===== src/rtl/core/assert_macros.svh =====
// Assertion helpers for the RTL.
`ifndef ASSERT_MACROS_SVH
`define ASSERT_MACROS_SVH

// Same-cycle implication, off during reset.
`define ASSERT_IMPLY(lbl, clk, rst_n, ante, cons) \
  lbl: assert property (@(posedge clk) disable iff (!(rst_n)) (ante) |-> (cons)) \
    else $error("assertion failed");

// Next-cycle implication, off during reset.
`define ASSERT_NEXT(lbl, clk, rst_n, ante, cons) \
  lbl: assert property (@(posedge clk) disable iff (!(rst_n)) (ante) |=> (cons)) \
    else $error("assertion failed");

`endif


===== src/rtl/core/mavn_pkg.sv =====
`default_nettype none

package mavn_pkg;

  localparam int MAX_WINDOW_DEF  = 1024;
  localparam int SAMPLE_BITS_DEF = 32;

  localparam int DATA_W     = 32;  // sample / result word
  localparam int SUM_W      = 42;  // running sum
  localparam int WL_W       = 11;  // window_length register
  localparam int CFG_IDX_W  = 2;
  localparam int CFG_DATA_W = 11;

  localparam logic [CFG_IDX_W-1:0] REG_WINDOW_LENGTH  = 2'd0;
  localparam logic [CFG_IDX_W-1:0] REG_NORMALISE_MODE = 2'd1;

  localparam logic [DATA_W-1:0] MIDSCALE = 32'h7FFF_FFFF;

endpackage

`default_nettype wire


===== src/rtl/core/mavn_div.sv =====
`default_nettype none

// Restoring bit-serial divider, one quotient bit per cycle.
module mavn_div #(
  parameter int DIVISOR_W = 11
) (
  input  wire logic                         clk_i,
  input  wire logic                         rst_ni,
  input  wire logic                         start_i,
  input  wire logic [mavn_pkg::SUM_W-1:0]   dividend_i,
  input  wire logic [DIVISOR_W-1:0]         divisor_i,
  output logic                              busy_o,
  output logic      [mavn_pkg::DATA_W-1:0]  quotient_o
);

  localparam int SW    = mavn_pkg::SUM_W;
  localparam int CNT_W = $clog2(SW + 1);

  logic             busy_q, busy_d;
  logic [CNT_W-1:0] cnt_q, cnt_d;
  logic [DIVISOR_W-1:0] rem_q, rem_d;
  logic [DIVISOR_W-1:0] div_q, div_d;
  logic [SW-1:0]        quo_q, quo_d;

  logic [DIVISOR_W:0]   shifted;
  logic [DIVISOR_W+1:0] diff;
  logic                 borrow;

  assign shifted = {rem_q, quo_q[SW-1]};
  assign diff    = {1'b0, shifted} - {2'b00, div_q};
  assign borrow  = diff[DIVISOR_W+1];

  always_comb begin
    busy_d = busy_q;
    cnt_d  = cnt_q;
    rem_d  = rem_q;
    div_d  = div_q;
    quo_d  = quo_q;
    if (start_i) begin
      busy_d = 1'b1;
      cnt_d  = CNT_W'(SW);
      rem_d  = '0;
      div_d  = divisor_i;
      quo_d  = dividend_i;
    end else if (busy_q) begin
      // remainder stays below divisor, so low bits suffice after subtract
      rem_d = borrow ? shifted[DIVISOR_W-1:0] : diff[DIVISOR_W-1:0];
      quo_d = {quo_q[SW-2:0], ~borrow};
      cnt_d = cnt_q - CNT_W'(1);
      if (cnt_q == CNT_W'(1)) begin
        busy_d = 1'b0;
      end
    end
  end

  always_ff @(posedge clk_i or negedge rst_ni) begin
    if (!rst_ni) begin
      busy_q <= 1'b0;
      cnt_q  <= '0;
    end else begin
      busy_q <= busy_d;
      cnt_q  <= cnt_d;
    end
  end

  always_ff @(posedge clk_i) begin
    rem_q <= rem_d;
    div_q <= div_d;
    quo_q <= quo_d;
  end

  assign busy_o     = busy_q;
  assign quotient_o = quo_q[mavn_pkg::DATA_W-1:0];

endmodule

`default_nettype wire


===== config.mk =====
export PLATFORM = sky130hd
export DESIGN_NAME = mavn_div
export DESIGN_NICKNAME = d
export VERILOG_FILES = /design/src/rtl/core/assert_macros.svh /design/src/rtl/core/mavn_pkg.sv /design/src/rtl/core/mavn_div.sv
export SDC_FILE = /design/constraint.sdc
export NUM_CORES = 1
export LEC_CHECK = 0
export ABC_CLOCK_PERIOD_IN_PS = 5400
export BUFFER_PORTS_ARGS = -buffer_cell sky130_fd_sc_hd__buf_2
export CORE_ASPECT_RATIO = 0.6
export CORE_MARGIN = 2
export CORE_UTILIZATION = 28
export DETAILED_ROUTE_END_ITERATION = 8
export GPL_ROUTABILITY_DRIVEN = 0
export PLACE_DENSITY = 0.47
export SLEW_MARGIN = 20
export SYNTH_ARGS = -nofsm -noshare
export SYNTH_HDL_FRONTEND = slang
export SYNTH_SLANG_ARGS = --single-unit

===== constraint.sdc =====
create_clock -name clk_i -period 5.4 [get_ports clk_i]
set_input_delay 1.08 -clock clk_i [delete_from_list [all_inputs] [get_ports clk_i]]
set_output_delay 1.08 -clock clk_i [all_outputs]
set_load 0.05 [all_outputs]

### After elaboration in Yosys (flattened, before gate mapping)

Cells that the tools add are included.
Widths: inputs -> output; s select.

| cells by class | value |
|---|---|
| add/subtract/negate cells | 2 |
| eq/ne operators | 1 |
| muxes and demuxes | 8 |
| bitwise logic cells | 1 |
| reductions and logical operators | 1 |

Operator list:

| cell | number |
|---|---|
| $mux 42 | 2 |
| $sub 12x11->13 | 1 |
| $mux 6 | 2 |
| $mux 11 | 1 |
| $eq 6x1->1 const B | 1 |
| $sub 6x1->6 const B | 1 |
| $mux 1 | 3 |
| $reduce_bool 2->1 | 1 |
| $not 1->1 | 1 |

| word-level totals | value |
|---|---|
| bits in registers | 71 |
| bits of input ports | 56 |
| output and inout port bits | 33 |
| word-level logic and storage cells | 18 |

### Depth between registers and ports, before layout

Gate-level depths: netlist of the first run.

| depth | value |
|---|---|
| word-level depth | 4 |
| gate-level depth with buffers | 10 |
| mapped depth without buffers | 9 |

### Worst setup path before layout of the first run

Ideal clock, no wire load.

| timing path | value |
|---|---|
| kind | input to register |
| start | in start_i |
| end | reg quo_q[0], enable pin |
| library setup time | 396 ps |
| data arrival time | 2153 ps |
| required time | 5004 ps |
| setup slack | 2850 ps |
| cell stages on the path | 3 |
| buffers on the path | 1 |
| cell sequence | buf_2 > nor2_1 > inv_1 |

| on the way | value |
|---|---|
| word-level cells in the longest chain between the ends | 1 |

RTL lines:

| element | RTL line | text |
|---|---|---|
| start: declaration | mavn_div.sv:9 | `input wire logic start_i,` |
| $reduce_bool 2->1 (no line) | -- |  |
| end signal: assignment | mavn_div.sv:69 | `quo_q <= quo_d;` |
| end: declaration | mavn_div.sv:23 | `logic [SW-1:0] quo_q, quo_d;` |

No other way between the ends.
A chain may end at the register's enable or synchronous reset.

### Worst setup path in the final report of the first run

| timing path | value |
|---|---|
| start | reg div_q[0] |
| end | reg rem_q[0] |

| on the way | value |
|---|---|
| word-level cells in the longest chain between the ends | 2 |

RTL lines:

| element | RTL line | text |
|---|---|---|
| start: declaration | mavn_div.sv:22 | `logic [DIVISOR_W-1:0] div_q, div_d;` |
| start signal: assignment | mavn_div.sv:68 | `div_q <= div_d;` |
| $sub 12x11->13 | mavn_div.sv:30 | `assign diff = {1'b0, shifted} - {2'b00, div_q};` |
| $mux 11 | mavn_div.sv:47 | `rem_d = borrow ? shifted[DIVISOR_W-1:0] : diff[DIVISOR_W-1:0];` |
| end signal: assignment | mavn_div.sv:67 | `rem_q <= rem_d;` |
| end: declaration | mavn_div.sv:21 | `logic [DIVISOR_W-1:0] rem_q, rem_d;` |

No other way between the ends.

==> impl_metrics.json, run 1 <==
{
  "min_period_over_period_pct": 51.34,
  "synth.yosys.seq_area_share_pct": 53.16,
  "fp.dieH_um": 93.49,
  "worstPathRequired_ns": 5.63,
  "fin_skew_ns": 0.005975,
  "firstDrtPassIters": 4,
  "p_leak_nw": 1.817,
  "placed_cells": 524,
  "clk_path_buf_depth": 2,
  "core_sq_um": 12930,
  "io_pins": 89,
  "final_util_pct": 33.96,
  "synth_nets": 376,
  "cts_hold_buffers": 0,
  "num-fill-cells": 1322,
  "area_growth_pct": 17.51,
  "slowest_delay_ns": 0.65,
  "synth_top_area_share_pct": 42.58,
  "crit_fanout": 11,
  "hold_violations": 0,
  "crit_path_top_delay_cell": "or4b_2",
  "fin_area_sq_um": 4392,
  "async_flop_share_pct": 9.859,
  "power_per_cell_area_nw_per_um2": 425.7,
  "ant_nets": 0,
  "grt-ovfl-total": 0,
  "drive_gt1_share_pct": 41.08,
  "antennaDiodeCount": 0,
  "synth_most_common_cell": "edfxtp_1",
  "start_kind": "register",
  "avgRoutedWirePerCell_um": 14.75,
  "cts-resized-gates": 0,
  "grt_pass1_wl_um": 12690,
  "final_max_slew_viol_count": 0,
  "min_period_ns": 2.772,
  "io_buffers": 88,
  "drc_errors": 0,
  "nNetsFinal": 435,
  "synth-main-ff-cell": "edfxtp_1",
  "dieArea_sq_um": 14320,
  "min_path_type": "reg -> reg",
  "critPathCaptureType": "register",
  "arrival_ns": 3.00,
  "cp_cell_sequence": "ha_1 -> fa_1 -> nor2b_4 -> o31a_1 -> o311ai_4 -> and3_1 -> or4b_2 -> o311ai_0",
  "antenna_found_initial": 0,
  "vdd_drop_max_v": 0.0001551,
  "cts_tree": "done",
  "grt_max_degree": 51,
  "routed_wirelength_um": 7966,
  "grt_pass1_vias": 2420,
  "synth_top_area_cell": "edfxtp_1",
  "register_area_sq_um": 1987,
  "status": "complete, no violations",
  "fmax_mhz": 360.7,
  "total_power_w": 0.001869,
  "drv_cap": 0,
  "placed_area_sq_um": 4126,
  "ys_types": 48,
  "die_x_um": 153.2,
  "syn-cell-area_sq_um": 3737,
  "rsz0062_at_grt": "false",
  "post_cts_buffers": 0,
  "stdcell_count": 540,
  "cts.sinks": 71,
  "grtUsageTotal_pct": 11.32,
  "fin_tns_setup_ns": 0,
  "cts_buffers": 9,
  "synth_common_cells": "53 x edfxtp_1, 42 x mux2_2, 33 x buf_4",
  "criticalPathCategory": "reg -> reg",
  "netlist_top_cells_area": "edfxtp_1 43%, mux2_2 13%, buf_4 6.6%",
  "row_count": 32,
  "via_per_inst": 4.450,
  "setup_violations": 0,
  "synth_edf_count": 53,
  "postSynthAreaPerCell_sq_um": 12.21,
  "hpwl_um": 5505,
  "path_buf_inv": 0,
  "ys_warn_count": 0,
  "drt-initial-drc-count": 97,
  "synth_seq_cells": 71,
  "start_util_pct": 28.90,
  "vias": 2403,
  "cts_root_buf": "clkbuf_16",
  "clk_latency_ns": 0.33,
  "clk_pin_slew_ns": 0.06,
  "worst_slew_pin_slew_ns": 0.6482,
  "max-slew-margin-rel_pct": 56.79,
  "htree_levels": 3,
  "critPathTopFamily": "simple AND/OR/NAND/NOR gates",
  "multi_input_comb_area_sq_um": 1404,
  "netlist_instances": 306
}
## cells in the final DEF (no fill, tap or decap), drive strengths merged, types with 2 or more instances in the layout
cell type,n
buf,91
edfxtp,53
mux2,42
nor2,21
nand2,18
inv,15
ha,13
dfxtp,11
clkbuf,9
o21ai,7
dfrtp,7
a21oi,6
nor3,6
xnor2,6
nand2b,5
clkinv,5
o21a,4
a31oi,4
a311oi,4
nor2b,4
nor3b,3
clkinvlp,3
o31a,2
nor4b,2
xor2,2
o211ai,2
mux2i,2
a211oi,2
and3,2
o311ai,2
## cell type report
cell class              count  area share, %
flip-flops and latches     71          45.24
clock buffers               9          5.128
clock inverters             7         0.9117
inverters                  16          1.368
repair buffers             91          10.54
multi-input cells         176          31.97
well taps                 170          4.843
## worst min-delay path: cells and delay by family, from the launching register on
family,cells,cell delay [ns]
simple gates,1,0.06
compound gates,1,0.05
flops,1,0.32
## report_power, final
part	switching, W	total [W]	internal (W)	leakage, nW
Combinational	0.000364	0.000600	0.000235	0.973
Sequential	0.0000532	0.000733	0.000680	0.721
Clock	0.000231	0.000537	0.000306	0.122
## metrics by stage
stage / hold slack (ns) / setup slack, ns
2_1_floorplan: 0.4444 / 2.850
3_3_place_gp: 0.4677 / 2.508
3_5_place_dp: 0.4684 / 2.496
4_1_cts: 0.4773 / 2.599
5_1_grt: 0.5112 / 2.456
6_report: 0.4729 / 2.628
## per-layer routing
metal | vias up | GRT usage, % | routed length [um] | share of wire [%]
li1 | 1196 | - | - | -
met1 | 1155 | 16.51 | 4199 | 53
met2 | 47 | 15.92 | 3409 | 43
met3 | 5 | 3.846 | 305 | 3.8
met4 | 0 | 2.778 | 52 | 0.65
met5 | - | 0 | 0 | 0
## sequential cells by signal, indices dropped and copies added (netlist names)
| register | cells |
|---|---|
| quo_q | 42 |
| cnt_q | 6 |
| busy_o | 1 |
| div_q | 11 |
| rem_q | 11 |
## worst paths after layout
| check | startpoint | cells past startpoint | slack (ns) | to |
|---|---|---|---|---|
| max | div_q[0] | 8 | 2.63 | rem_q[0] |
| min | rem_q[10] | 2 | 0.47 | rem_q[10] |
| max reg2reg | div_q[0] | 8 | 2.63 | rem_q[0] |
| min reg2reg | rem_q[10] | 2 | 0.47 | rem_q[10] |
| max in group asynchronous | rst_ni | 1 | 4.67 | cnt_q[0] |
| min in group asynchronous | rst_ni | 1 | 0.57 | cnt_q[2] |
## logic make-up after synthesis
group | after synthesis | share of synthesized area, %
xor+xnor | 8 | 1.875
compound gates | 40 | 8.035
flops | 71 | 53.16
buf+inv | 59 | 9.273
fa+ha+maj | 14 | 4.888
mux | 44 | 13.19
simple gates | 70 | 9.575
No activity file was read; power rests on OpenSTA's default activity.
==> inputs of run 2 (changes only) <==
ABC_AREA = 1   (was not set)
ABC_CLOCK_PERIOD_IN_PS = 2780   (was 5400)
clock period = 2.78 ns   (was 5.4 ns; I/O delays follow)
==> run 2 against run 1 <==
  * Critical path depth grew 2
  * Largest power group unchanged
  * First-iteration DRC count grew 91%
  * Global-route usage grew 0.79 points
  * Critical endpoint unchanged
  * Flip-flop and latch count is the same
  * Register-to-register slack lost 2.0 ns
  * Setup slack lost 2.0 ns
==> impl_metrics.json, run 2 <==
{
  "cts_tree": "done",
  "worst_slew_pin_slew_ns": 0.4419,
  "path_common_cell": "nand3_1",
  "row_count": 33,
  "finalWorstSetupSlack_ns": 0.5866,
  "max-slew-margin-rel_pct": 70.50,
  "synth_top_family_by_area": "simple AND/OR/NAND/NOR gates",
  "synth-main-ff-cell": "edfxtp_1",
  "grtUsageTotal_pct": 12.11,
  "largest_reg_flops": 42,
  "rsz0062_at_grt": "false",
  "io_pins": 89,
  "firstDrtPassIters": 4,
  "power_per_cell_area_nw_per_um2": 811.0,
  "slowest_delay_ns": 0.40,
  "reg_top3": "quo_q: 42 flops, div_q: 11 flops, rem_q: 11 flops",
  "min_period_ns": 2.193,
  "drt-initial-drc-count": 185,
  "drive_gt1_share_pct": 22.10,
  "seqPwrFrac_pct": 37.4,
  "async_flop_share_pct": 9.859,
  "ant_nets": 0,
  "clk_latency_ns": 0.32,
  "arrival_ns": 2.39,
  "postSynthAreaPerCell_sq_um": 8.198,
  "grt_pass1_vias": 2744,
  "fmax_mhz": 455.9,
  "cp_cell_sequence": "ha_1 -> fa_1 -> inv_1 -> nand3_1 -> nand3_1 -> nand2_2 -> nand3_2 -> nand2_1 -> nand3_1 -> o21ai_0",
  "status": "complete, no violations",
  "synth_edf_count": 53,
  "grt_pass1_wl_um": 14020,
  "synth_common_cells": "210 x nand2_1, 53 x edfxtp_1, 45 x inv_1",
  "whs_ns": 0.05345,
  "grt-ovfl-total": 0,
  "start_kind": "register",
  "netlist_top_cells_area": "edfxtp_1 41%, nand2_1 21%, buf_4 6.4%",
  "cts_root_buf": "clkbuf_16",
  "ys_types": 30,
  "fin_skew_ns": 0.008046,
  "start_util_pct": 28.39,
  "cts-resized-gates": 0,
  "hold_violations": 0,
  "via_per_inst": 4.130,
  "clk_pin_slew_ns": 0.06,
  "final_max_slew_viol_count": 0,
  "routed_wirelength_um": 8798,
  "grt_max_degree": 37,
  "critPathTopFamily": "simple AND/OR/NAND/NOR gates",
  "yosys.area_share.xor_xnor_pct": 0.6834,
  "setup_violations": 0,
  "die_x_um": 155.3,
  "path_buf_inv": 1,
  "nNetsFinal": 599,
  "io_buffers": 88,
  "post_cts_buffers": 0,
  "vdd_drop_max_v": 0.0002935,
  "synth_compound_area_share_pct": 2.148,
  "final_cell_mix": "210 x nand2_1, 88 x buf_2, 53 x edfxtp_1, 44 x inv_1, 29 x nor2_1",
  "criticalPathCategory": "reg -> reg",
  "netlist_instances": 469,
  "pre_cts_ws_ns": 0.6088,
  "drv_cap": 0,
  "vias": 2928,
  "clk_path_buf_depth": 2,
  "synth_simple_gate_area_share_pct": 28.21,
  "critPathCaptureType": "register",
  "hpwl_um": 6434,
  "power.share.switching_pct": 34.33,
  "cts_buffers": 9,
  "synth_top_area_share_pct": 41.39,
  "ys_warn_count": 0,
  "cts_hold_buffers": 0,
  "fin_tns_setup_ns": 0,
  "worstPathRequired_ns": 2.98,
  "area_growth_pct": 18.87,
  "p_leak_nw": 2.343,
  "min_path_type": "in -> async",
  "min_period_over_period_pct": 78.90,
  "drc_errors": 0,
  "cts.sinks": 71,
  "power.internal_w": 0.002434,
  "synth_seq_cells": 71,
  "synth.yosys.seq_area_share_pct": 51.68,
  "crit_fanout": 21,
  "synth_most_common_cell": "nand2_1",
  "crit_path_top_delay_cell": "fa_1",
  "syn-cell-area_sq_um": 3845,
  "synth_nets": 539,
  "avgRoutedWirePerCell_um": 12.41,
  "antennaDiodeCount": 0,
  "antenna_found_initial": 0,
  "clkPwrFrac_pct": 33.0,
  "final_common_cell": "nand2_1",
  "core_sq_um": 13540,
  "synth_top_area_cell": "edfxtp_1",
  "dieArea_sq_um": 14720,
  "yosys-mux-area-fraction_pct": 0,
  "htree_levels": 3,
  "synth_adder_area_share_pct": 4.751,
  "top_register": "quo_q",
  "fp.dieH_um": 94.77,
  "p_sw_w": 0.001272,
  "combPwrFrac_pct": 29.5
}
## run 2: cell types whose count changed after synthesis, sizes merged, moves of 9 or more
cell	change
mux2	-42
nand2	+194
inv	+33
nand3	+22
nor2	+9
## run 2: area by class of cell
| class | count | area, sq um |
|---|---|---|
| Clock inverter | 6 | 85.08 |
| Fill cell | 1434 | 8972 |
| Timing Repair Buffer | 93 | 490.5 |
| Inverter | 49 | 183.9 |
| Multi-Input combinational cell | 305 | 1376 |
| Sequential cell | 71 | 1987 |
| Clock buffer | 10 | 229.0 |
| Tap cell | 175 | 219.0 |
## run 2: kinds of logic after synthesis
family | count (synthesis)
flip-flops | 71
adder cells (fa/ha/maj) | 14
buffers and inverters | 93
XOR/XNOR | 3
AO/OA/AOI/OAI | 15
AND/OR/NAND/NOR | 273
## run 2: path summary, 6_finish.rpt
path,depth (start not counted),startpoint,endpoint,slack [ns]
hold reg to reg,2,rem_q[10],rem_q[10],0.48
hold / removal,1,rst_ni,cnt_q[0],0.05
min in group clk_i,1,divisor_i[8],div_q[8],0.41
setup reg to reg,10,div_q[0],rem_q[0],0.59
max in group asynchronous,1,rst_ni,cnt_q[1],2.57
setup / recovery,10,div_q[0],rem_q[0],0.59
## run 2: power by group through the flow
stage                     Combinational, W  Sequential [W]  Clock (W)
final                              0.00109         0.00139    0.00122
after global routing               0.00124         0.00140    0.00131
after CTS                          0.00110         0.00139    0.00126
after detailed placement           0.00109         0.00141          0
after global placement             0.00108         0.00140          0
after floorplan                   0.000948         0.00138          0
## run 2: per-stage QoR
stage / cells / power, W / util [%] / area, sq um
final: 709 / 0.003707 / 33.75 / 4571
after floorplan: 469 / 0.002327 / - / 3845
after CTS: 709 / 0.003746 / 33.75 / 4571
after global routing: 709 / 0.003961 / 33.75 / 4571
after detailed placement: 693 / 0.002501 / 31.43 / 4257
after global placement: 693 / 0.002489 / 31.43 / 4257
## run 2: metal layers
metal | vias to the layer above | wire [um] | track usage (%)
li1 | 1562 | - | -
met1 | 1307 | 4881 | 18.72
met2 | 54 | 3468 | 16.37
met3 | 5 | 390 | 3.350
met4 | 0 | 57 | 2.829
met5 | - | 0 | 0
## run 2: worst register-to-register path, stage by stage, from the launching register on
cell and delay [ns]:
edfxtp_1 0.37, ha_1 0.23, fa_1 0.40, inv_1 0.11
nand3_1 0.08, nand3_1 0.17, nand2_2 0.11, nand3_2 0.33
nand2_1 0.10, nand3_1 0.08, o21ai_0 0.08
